<file path="src/sv/srt_pkg.sv">
// ----------------------------------------------------------------------------
// srt_pkg
// Shared types and codes for the sorted record table: beat layouts, the
// stored record and the command that the controller hands to every cell.
// ----------------------------------------------------------------------------
package srt_pkg;

  // Operation codes of an input beat
  localparam logic [1:0] OP_INSERT = 2'd0;
  localparam logic [1:0] OP_REMOVE = 2'd1;
  localparam logic [1:0] OP_LOOKUP = 2'd2;
  localparam logic [1:0] OP_DUMP   = 2'd3;

  // Result codes of an output beat
  localparam logic [1:0] RC_OK       = 2'd0;
  localparam logic [1:0] RC_NOTFOUND = 2'd1;
  localparam logic [1:0] RC_FULL     = 2'd2;
  localparam logic [1:0] RC_EMPTY    = 2'd3;

  // One stored record (36 bits)
  typedef struct packed {
    logic [15:0] id;
    logic [2:0]  kind;
    logic [7:0]  batt;
    logic        stat;
    logic [7:0]  key;
  } rec_t;

  // Input beat
  typedef struct packed {
    logic [1:0]  op;
    logic [15:0] item_id;
    logic [2:0]  vehicle_kind;
    logic [7:0]  battery;
    logic        vehicle_status;
    logic [7:0]  sort_key;
  } in_t;

  // Output beat
  typedef struct packed {
    logic [1:0]  result_code;
    logic [15:0] out_id;
    logic [2:0]  out_kind;
    logic [7:0]  out_battery;
    logic        out_status;
    logic [7:0]  out_key;
    logic        last;
  } out_t;

  // Command broadcast to the cell row
  typedef enum logic [1:0] {
    CELL_HOLD,
    CELL_INSERT,
    CELL_ROTATE,
    CELL_DROP
  } cell_op_t;

endpackage

</file>
<file path="src/sv/srt_cell.sv">
// ----------------------------------------------------------------------------
// srt_cell
// One slot of the ordered record row. Holds a record and its valid bit and
// moves data to or from its neighbors on insert, rotate and drop.
// ----------------------------------------------------------------------------
module srt_cell (
  input  logic             clk,
  input  logic             rst_n,
  input  logic             head_cell_i,   // first slot: strict key compare
  input  srt_pkg::cell_op_t cmd_i,
  input  srt_pkg::rec_t    new_rec_i,
  input  srt_pkg::rec_t    head_rec_i,
  input  logic             prev_ge_i,
  input  srt_pkg::rec_t    prev_rec_i,
  input  logic             prev_valid_i,
  input  srt_pkg::rec_t    next_rec_i,
  input  logic             next_valid_i,
  output logic             ge_o,
  output srt_pkg::rec_t    rec_o,
  output logic             valid_o
);
  import srt_pkg::*;

  rec_t rec_r, rec_nxt;
  logic valid_r, valid_nxt;

  // Insert position lies at or before this slot
  always_comb begin
    if (head_cell_i) begin
      ge_o = !valid_r || (rec_r.key < new_rec_i.key);
    end else begin
      ge_o = !valid_r || (rec_r.key <= new_rec_i.key);
    end
  end

  // Next slot contents
  always_comb begin
    rec_nxt   = rec_r;
    valid_nxt = valid_r;
    unique case (cmd_i)
      CELL_HOLD: begin
      end
      CELL_INSERT: begin
        if (ge_o) begin
          if (prev_ge_i) begin
            rec_nxt   = prev_rec_i;
            valid_nxt = prev_valid_i;
          end else begin
            rec_nxt   = new_rec_i;
            valid_nxt = 1'b1;
          end
        end
      end
      CELL_ROTATE: begin
        // shift toward the head; the tail slot picks up the old head
        if (next_valid_i) begin
          rec_nxt = next_rec_i;
        end else if (valid_r) begin
          rec_nxt = head_rec_i;
        end
      end
      CELL_DROP: begin
        rec_nxt   = next_rec_i;
        valid_nxt = next_valid_i;
      end
    endcase
  end

  always_ff @(posedge clk) begin
    if (!rst_n) begin
      valid_r <= 1'b0;
    end else begin
      valid_r <= valid_nxt;
    end
  end

  always_ff @(posedge clk) begin
    rec_r <= rec_nxt;
  end

  assign rec_o   = rec_r;
  assign valid_o = valid_r;

endmodule

</file>
<file path="src/sv/sorted_record_table.sv">
// Insert, and any op on an empty table, answers from the exec state. Remove
// and lookup scan the row and answer from the done state; dump emits one
// beat per step, one beat per cycle while the output is not stalled. Each
// step moves the whole cell row by one slot, so the record count sets the scan length.
// Throughput: one op in flight at a time. Reset empties the table at once
// (valid bits clear); no clearing pass.
// ----------------------------------------------------------------------------
// sorted_record_table
// Bounded table of records in descending key order, built as a row of
// cells. Lookups, removes and dumps rotate the row once around.
// ----------------------------------------------------------------------------
module sorted_record_table #(
  parameter int CAPACITY = 32
) (
  input  logic           clk,
  input  logic           rst_n,
  input  logic           in_valid,
  output logic           in_stall,
  input  srt_pkg::in_t   in_data,
  output logic           out_valid,
  input  logic           out_stall,
  output srt_pkg::out_t  out_data
);
  import srt_pkg::*;

  localparam int CNT_W = $clog2(CAPACITY + 1);

  typedef enum logic [1:0] {
    ST_IDLE,
    ST_EXEC,
    ST_SCAN,
    ST_DONE
  } state_t;

  state_t           state_r, state_nxt;
  logic [1:0]       op_r, op_nxt;
  rec_t             req_r, req_nxt;
  logic [CNT_W-1:0] count_r, count_nxt;
  logic [CNT_W-1:0] steps_r, steps_nxt;
  logic             found_r, found_nxt;
  rec_t             hit_r, hit_nxt;
  logic             out_valid_r, out_valid_nxt;
  out_t             out_r, out_nxt;

  cell_op_t         cell_cmd;
  rec_t             rec_w   [CAPACITY];
  logic             valid_w [CAPACITY];
  logic             ge_w    [CAPACITY];
  logic [CAPACITY-1:0] valid_vec;
  rec_t             head_rec;
  logic             out_free;
  logic             full;

  function automatic out_t pack_out(logic [1:0] code, rec_t r, logic lst);
    out_t o;
    o.result_code = code;
    o.out_id      = r.id;
    o.out_kind    = r.kind;
    o.out_battery = r.batt;
    o.out_status  = r.stat;
    o.out_key     = r.key;
    o.last        = lst;
    return o;
  endfunction

  // Cell row
  for (genvar i = 0; i < CAPACITY; i++) begin : g_cell
    rec_t p_rec, n_rec;
    logic p_ge, p_valid, n_valid;
    if (i == 0) begin : g_first
      assign p_rec   = '0;
      assign p_ge    = 1'b0;
      assign p_valid = 1'b0;
    end else begin : g_mid
      assign p_rec   = rec_w[i-1];
      assign p_ge    = ge_w[i-1];
      assign p_valid = valid_w[i-1];
    end
    if (i == CAPACITY - 1) begin : g_tail
      assign n_rec   = '0;
      assign n_valid = 1'b0;
    end else begin : g_body
      assign n_rec   = rec_w[i+1];
      assign n_valid = valid_w[i+1];
    end

    srt_cell u_cell (
      .clk          (clk),
      .rst_n        (rst_n),
      .head_cell_i  (i == 0),
      .cmd_i        (cell_cmd),
      .new_rec_i    (req_r),
      .head_rec_i   (head_rec),
      .prev_ge_i    (p_ge),
      .prev_rec_i   (p_rec),
      .prev_valid_i (p_valid),
      .next_rec_i   (n_rec),
      .next_valid_i (n_valid),
      .ge_o         (ge_w[i]),
      .rec_o        (rec_w[i]),
      .valid_o      (valid_w[i])
    );
    assign valid_vec[i] = valid_w[i];
  end

  assign head_rec = rec_w[0];
  assign out_free = !out_valid_r || !out_stall;
  assign full     = (count_r == CNT_W'(CAPACITY));

  // Control sequencer
  always_comb begin
    state_nxt     = state_r;
    op_nxt        = op_r;
    req_nxt       = req_r;
    count_nxt     = count_r;
    steps_nxt     = steps_r;
    found_nxt     = found_r;
    hit_nxt       = hit_r;
    out_valid_nxt = out_valid_r && out_stall;
    out_nxt       = out_r;
    cell_cmd      = CELL_HOLD;

    unique case (state_r)
      ST_IDLE: begin
        if (in_valid) begin
          op_nxt       = in_data.op;
          req_nxt.id   = in_data.item_id;
          req_nxt.kind = in_data.vehicle_kind;
          req_nxt.batt = in_data.battery;
          req_nxt.stat = in_data.vehicle_status;
          req_nxt.key  = in_data.sort_key;
          state_nxt    = ST_EXEC;
        end
      end
      ST_EXEC: begin
        unique case (op_r)
          OP_INSERT: begin
            if (out_free) begin
              out_valid_nxt = 1'b1;
              if (full) begin
                out_nxt = pack_out(RC_FULL, '0, 1'b1);
              end else begin
                cell_cmd  = CELL_INSERT;
                count_nxt = count_r + 1'b1;
                out_nxt   = pack_out(RC_OK, req_r, 1'b1);
              end
              state_nxt = ST_IDLE;
            end
          end
          OP_REMOVE, OP_LOOKUP: begin
            if (count_r == '0) begin
              if (out_free) begin
                out_valid_nxt = 1'b1;
                out_nxt       = pack_out(RC_NOTFOUND, '0, 1'b1);
                state_nxt     = ST_IDLE;
              end
            end else begin
              steps_nxt = count_r;
              found_nxt = 1'b0;
              state_nxt = ST_SCAN;
            end
          end
          OP_DUMP: begin
            if (count_r == '0) begin
              if (out_free) begin
                out_valid_nxt = 1'b1;
                out_nxt       = pack_out(RC_EMPTY, '0, 1'b1);
                state_nxt     = ST_IDLE;
              end
            end else begin
              steps_nxt = count_r;
              state_nxt = ST_SCAN;
            end
          end
        endcase
      end
      ST_SCAN: begin
        if (op_r == OP_DUMP) begin
          // one beat per step, head of the row
          if (out_free) begin
            cell_cmd      = CELL_ROTATE;
            out_valid_nxt = 1'b1;
            out_nxt       = pack_out(RC_OK, head_rec, steps_r == CNT_W'(1));
            steps_nxt     = steps_r - 1'b1;
            if (steps_r == CNT_W'(1)) begin
              state_nxt = ST_IDLE;
            end
          end
        end else begin
          cell_cmd = CELL_ROTATE;
          if (!found_r && (head_rec.id == req_r.id)) begin
            found_nxt = 1'b1;
            hit_nxt   = head_rec;
            if (op_r == OP_REMOVE) begin
              cell_cmd  = CELL_DROP;
              count_nxt = count_r - 1'b1;
            end
          end
          steps_nxt = steps_r - 1'b1;
          if (steps_r == CNT_W'(1)) begin
            state_nxt = ST_DONE;
          end
        end
      end
      ST_DONE: begin
        if (out_free) begin
          out_valid_nxt = 1'b1;
          if (found_r) begin
            out_nxt = pack_out(RC_OK, hit_r, 1'b1);
          end else begin
            out_nxt = pack_out(RC_NOTFOUND, '0, 1'b1);
          end
          state_nxt = ST_IDLE;
        end
      end
    endcase
  end

  // State and registered outputs
  always_ff @(posedge clk) begin
    if (!rst_n) begin
      state_r     <= ST_IDLE;
      count_r     <= '0;
      steps_r     <= '0;
      found_r     <= 1'b0;
      out_valid_r <= 1'b0;
    end else begin
      state_r     <= state_nxt;
      count_r     <= count_nxt;
      steps_r     <= steps_nxt;
      found_r     <= found_nxt;
      out_valid_r <= out_valid_nxt;
    end
    op_r  <= op_nxt;
    req_r <= req_nxt;
    hit_r <= hit_nxt;
    out_r <= out_nxt;
  end

  assign in_stall  = (state_r != ST_IDLE);
  assign out_valid = out_valid_r;
  assign out_data  = out_r;

  // Checks
  a_count_bound: assert property (@(posedge clk) disable iff (!rst_n)
    count_r <= CNT_W'(CAPACITY))
    else $error("record count above capacity");

  a_valid_packed: assert property (@(posedge clk) disable iff (!rst_n)
    (valid_vec & (valid_vec + CAPACITY'(1))) == '0)
    else $error("valid slots not packed toward the head");

  a_count_match: assert property (@(posedge clk) disable iff (!rst_n)
    state_r == ST_IDLE |-> $countones(valid_vec) == int'(count_r))
    else $error("record count disagrees with valid slots");

  a_insert_grow: assert property (@(posedge clk) disable iff (!rst_n)
    cell_cmd == CELL_INSERT |=> count_r == $past(count_r) + 1'b1)
    else $error("insert did not grow the table");

endmodule

</file>
<file path="config.mk">
export PLATFORM = sky130hd
export DESIGN_NAME = sorted_record_table
export DESIGN_NICKNAME = d
export VERILOG_FILES = /design/src/sv/srt_pkg.sv /design/src/sv/srt_cell.sv /design/src/sv/sorted_record_table.sv
export SDC_FILE = /design/constraint.sdc
export NUM_CORES = 2
export LEC_CHECK = 0
export ABC_CLOCK_PERIOD_IN_PS = 7300
export BUFFER_PORTS_ARGS = -buffer_cell sky130_fd_sc_hd__buf_4
export CAP_MARGIN = 20
export CORE_MARGIN = 2
export CORE_UTILIZATION = 44
export DETAILED_ROUTE_END_ITERATION = 8
export PLACE_DENSITY_LB_ADDON = 0.1
export SKIP_CTS_REPAIR_TIMING = 1
export SYNTH_ARGS = -nofsm -noshare
export SYNTH_HDL_FRONTEND = slang
export SYNTH_HIERARCHICAL = 1
export SYNTH_SLANG_ARGS = --single-unit
</file>
<file path="constraint.sdc">
create_clock -name clk -period 7.3 [get_ports clk]
set_input_delay 0.73 -clock clk [delete_from_list [all_inputs] [get_ports clk]]
set_output_delay 0.73 -clock clk [all_outputs]
set_load 0.02 [all_outputs]
</file>
==> reports/results.tsv <==
stage	metric	value	unit
critical_path	critical path's top delay family	buffers and inverters	
timing	unrepaired setup endpoints after global routing	no	
cts	CTS tree	yes	
floorplan	die area	198000	um^2
hold_path	hold depth	1	
timing	final worst-path cycle share	0.7106	
floorplan	Starting Density	0.4437	
final_layout	area grow syn2layout	8.723	%
routing	Vias	66020	
power_and_ir_drop	Leak Pwr	38.54	nW
status	violated checks	design-rule violations	
place	Post-DP HPWL	179200	um
logic_synthesis	Post-Syn Area per Cell	10.75	um^2
global_route	grt ovf	0	
floorplan	num rows	161	
global_route	GRT Overall Usage	0.2825	
logic_synthesis	Cell variety after synth	64	
logic_synthesis	synthesis-stage register bit count	1313	
cts	clk slew on worst S/H paths	0.06	ns
critical_path	r2r setup slk	2.11	ns
global_route	number of global-route vias before repair	64660	
power_and_ir_drop	worst vdd ir	0.1843	mV
logic_synthesis	Synth async-reset ratio	0	
critical_path	Critical Path RT	7.76	ns
timing	Worst-Margin Slew	1.130	ns
timing	Finish-stage setup viols	0	
critical_path	CP endpoint kind	register	
critical_path	worst path arrival time	5.65	ns
routing	Via density	6.297	
timing	Rel. slew slack	0.2464	
place	PortBufs	82	
critical_path	Startpoint Class	register	
power_and_ir_drop	PwrDens	197.8	nW/um^2
critical_path	critical path's largest stage delay	0.69	ns
critical_path	WP buf/inv	6	
routing	Starting DRT DRC Count	6448	
critical_path	slowest cell on the critical path	a21oi_4	
flow_run	max-capacitance violation count	0	
logic_synthesis	Post-synth EDFFs	1265	
cts	htree depth	4	
timing	fin crit period	5.187	ns
hold_path	worst hold-check path type	in2reg	
critical_path	WS Path Type	reg2reg	
floorplan	io pins	83	
hold_path	hold endpoint	req_r[17]$_DFFE_PP_	
floorplan	Die Wd	444.9	um
cts	Num Clock Sinks	1313	
routing	total routed wirelength	288800	um
power_and_ir_drop	Final Power	0.01840	W
timing	Setup TNS	0	ns
critical_path	R2R cell count	11	
critical_path	critical-path maximum fanout	58	
routing	DRC Markers	1	
hold_path	hold wc startpoint	in_data[17]	
routing	DR WL/cell	27.54	um
cts	Root Buffer Master	clkbuf_16	
final_layout	NumNets Final	8143	
floorplan	core box area	192800	um^2
critical_path	r2r endpoint	g_cell[21].u_cell/rec_o[12]$_DFFE_PP_	
global_route	largest net degree at the start of global routing	190	
timing	skew final	0.03242	ns
logic_synthesis	Seq/Total Area, Yosys	0.4553	
floorplan	Die Ht	444.9	um
logic_synthesis	Ys Warns	6	
global_route	initial antenna violation count	15	
critical_path	RR Startpoint	state_r[0]$_SDFFE_PN0P_	
status	run status	complete, but fails checks	
timing	count of final hold-check violations	0	
cts	clock buffer depth	3	
routing	Final ANT Viol Nets	0	
timing	fmax	192.8	MHz
logic_synthesis	Post-Syn Area	85540	um^2
cts	clock buffers created by TritonCTS	158	
timing	Slew Viols, Final	0	
critical_path	crit-path cells	inv_1 > ha_2 > buf_4 > inv_1 > nor2_1 > nand4_1 > a21oi_4 > buf_4 > buf_12 > a22o_1 > buf_4	
final_layout	layout cells sized above 1	0.07117	
logic_synthesis	Top FF cell, synth	edfxtp_1	
critical_path	most frequent cell on the critical path	buf_4	
place	placer congestion estimate	0.8448	
cts	clk_lat worst skew	0.84	ns
global_route	first-pass GRT wire length	423300	um
routing	Pre-antenna DRT Iters	9	
logic_synthesis	Post-Synthesis Cells	7961	
## power by group
part / internal, W / total [W] / leakage (nW) / switching, W
combinational: 0.000778 / 0.00210 / 24.3 / 0.00132
sequential: 0.00842 / 0.00856 / 11.8 / 0.000141
clock: 0.00444 / 0.00774 / 2.39 / 0.00330
## placed cells by master (no fill, tap or decap), types with 37 or more instances in the layout
cell,n
a211oi_1,1154
a21oi_1,1260
buf_4,244
clkbuf_1,53
clkbuf_16,164
conb_1,109
dfxtp_1,48
edfxtp_1,1265
ha_1,269
inv_1,307
mux2i_1,1158
nand2_1,112
nand4_1,39
nor2_1,240
nor2b_1,962
or3_1,37
## layout make-up
class / count / area [um^2]
fill: 17740 / 99780
antenna: 5 / 12.51
sequential: 1313 / 38950
clock inverter: 57 / 464.2
multi-input combinational: 5788 / 42640
clock buffer: 226 / 4427
timing repair buffer: 262 / 2202
inverter: 307 / 1152
tap: 2526 / 3161
## per-stage QoR
| stage | setup slack [ns] | instance area (um^2) | hold WS [ns] | instances | utilization |
|---|---|---|---|---|---|
| global route | 1.941 | 93000 | 0.04882 | 10480 | 0.4824 |
| finish | 2.113 | 93010 | 0.07880 | 10480 | 0.4824 |
| detailed placement | 2.211 | 88030 | 0.4679 | 10190 | 0.4566 |
| floorplan | 1.700 | 85950 | 0.4410 | 8068 | - |
| global placement | 2.323 | 87970 | 0.4622 | 10190 | 0.4563 |
| CTS | 2.188 | 92920 | 0.03976 | 10480 | 0.4820 |
## synth_stat cells, types with 34 or more instances
| cell | n | area share |
|---|---|---|
| a211oi_1 | 1156 | 0.10 |
| a21oi_1 | 1261 | 0.074 |
| a222oi_1 | 36 | 0.0042 |
| a31oi_1 | 34 | 0.0025 |
| buf_1 | 36 | 0.0016 |
| buf_2 | 97 | 0.0057 |
| buf_4 | 53 | 0.0047 |
| buf_6 | 98 | 0.013 |
| clkbuf_1 | 375 | 0.016 |
| dfxtp_1 | 48 | 0.011 |
| edfxtp_1 | 1265 | 0.44 |
| ha_1 | 270 | 0.039 |
| inv_1 | 307 | 0.013 |
| mux2i_1 | 1158 | 0.14 |
| nand2_1 | 112 | 0.0049 |
| nand3_1 | 36 | 0.0021 |
| nand4_1 | 39 | 0.0029 |
| nor2_1 | 240 | 0.011 |
| nor2b_1 | 962 | 0.070 |
| nor3b_1 | 34 | 0.0030 |
| or3_1 | 37 | 0.0027 |
## routing by layer
| layer | wire length (um) | GRT usage |
|---|---|---|
| met1 | 118200 | 0.3633 |
| met2 | 139500 | 0.4749 |
| met3 | 19210 | 0.04285 |
| met4 | 11870 | 0.1152 |
| met5 | 0 | 0 |
## cells by family (layout without fill, tap and decap cells)
family,after synthesis,after routing,synth area share
AO/OA/AOI/OAI,2719,2719,0.2071
XOR/XNOR,17,17,0.001741
adder cells (fa/ha/maj),271,271,0.03973
buffers and inverters,967,852,0.05485
flip-flops,1313,1313,0.4553
multiplexers,1158,1158,0.1355
other,2,114,0.00008779
AND/OR/NAND/NOR,1514,1514,0.1057
## worst max-delay path by stage
stage                                  from                                     to  slack [ns]  depth (start not counted)
floorplan           state_r[0]$_SDFFE_PN0P_    g_cell[0].u_cell/rec_o[0]$_DFFE_PP_        1.70                          9
global placement    state_r[0]$_SDFFE_PN0P_  g_cell[31].u_cell/rec_o[11]$_DFFE_PP_        2.32                         11
detailed placement  state_r[0]$_SDFFE_PN0P_  g_cell[21].u_cell/rec_o[33]$_DFFE_PP_        2.21                         11
CTS                 state_r[0]$_SDFFE_PN0P_  g_cell[21].u_cell/rec_o[12]$_DFFE_PP_        2.19                         11
global route        state_r[0]$_SDFFE_PN0P_  g_cell[21].u_cell/rec_o[12]$_DFFE_PP_        1.94                         11
finish              state_r[0]$_SDFFE_PN0P_  g_cell[21].u_cell/rec_o[12]$_DFFE_PP_        2.11                         11
## sequential cells by signal, indices dropped and copies added, names as in the netlist
signal	flops
count_r	6
found_r	1
g_cell.u_cell/rec_o	1152
g_cell.u_cell/valid_o	32
hit_r	36
op_r	2
out_data	39
out_valid	1
req_r	36
state_r	2
steps_r	6
No activity file was read; power rests on OpenSTA's default activity.
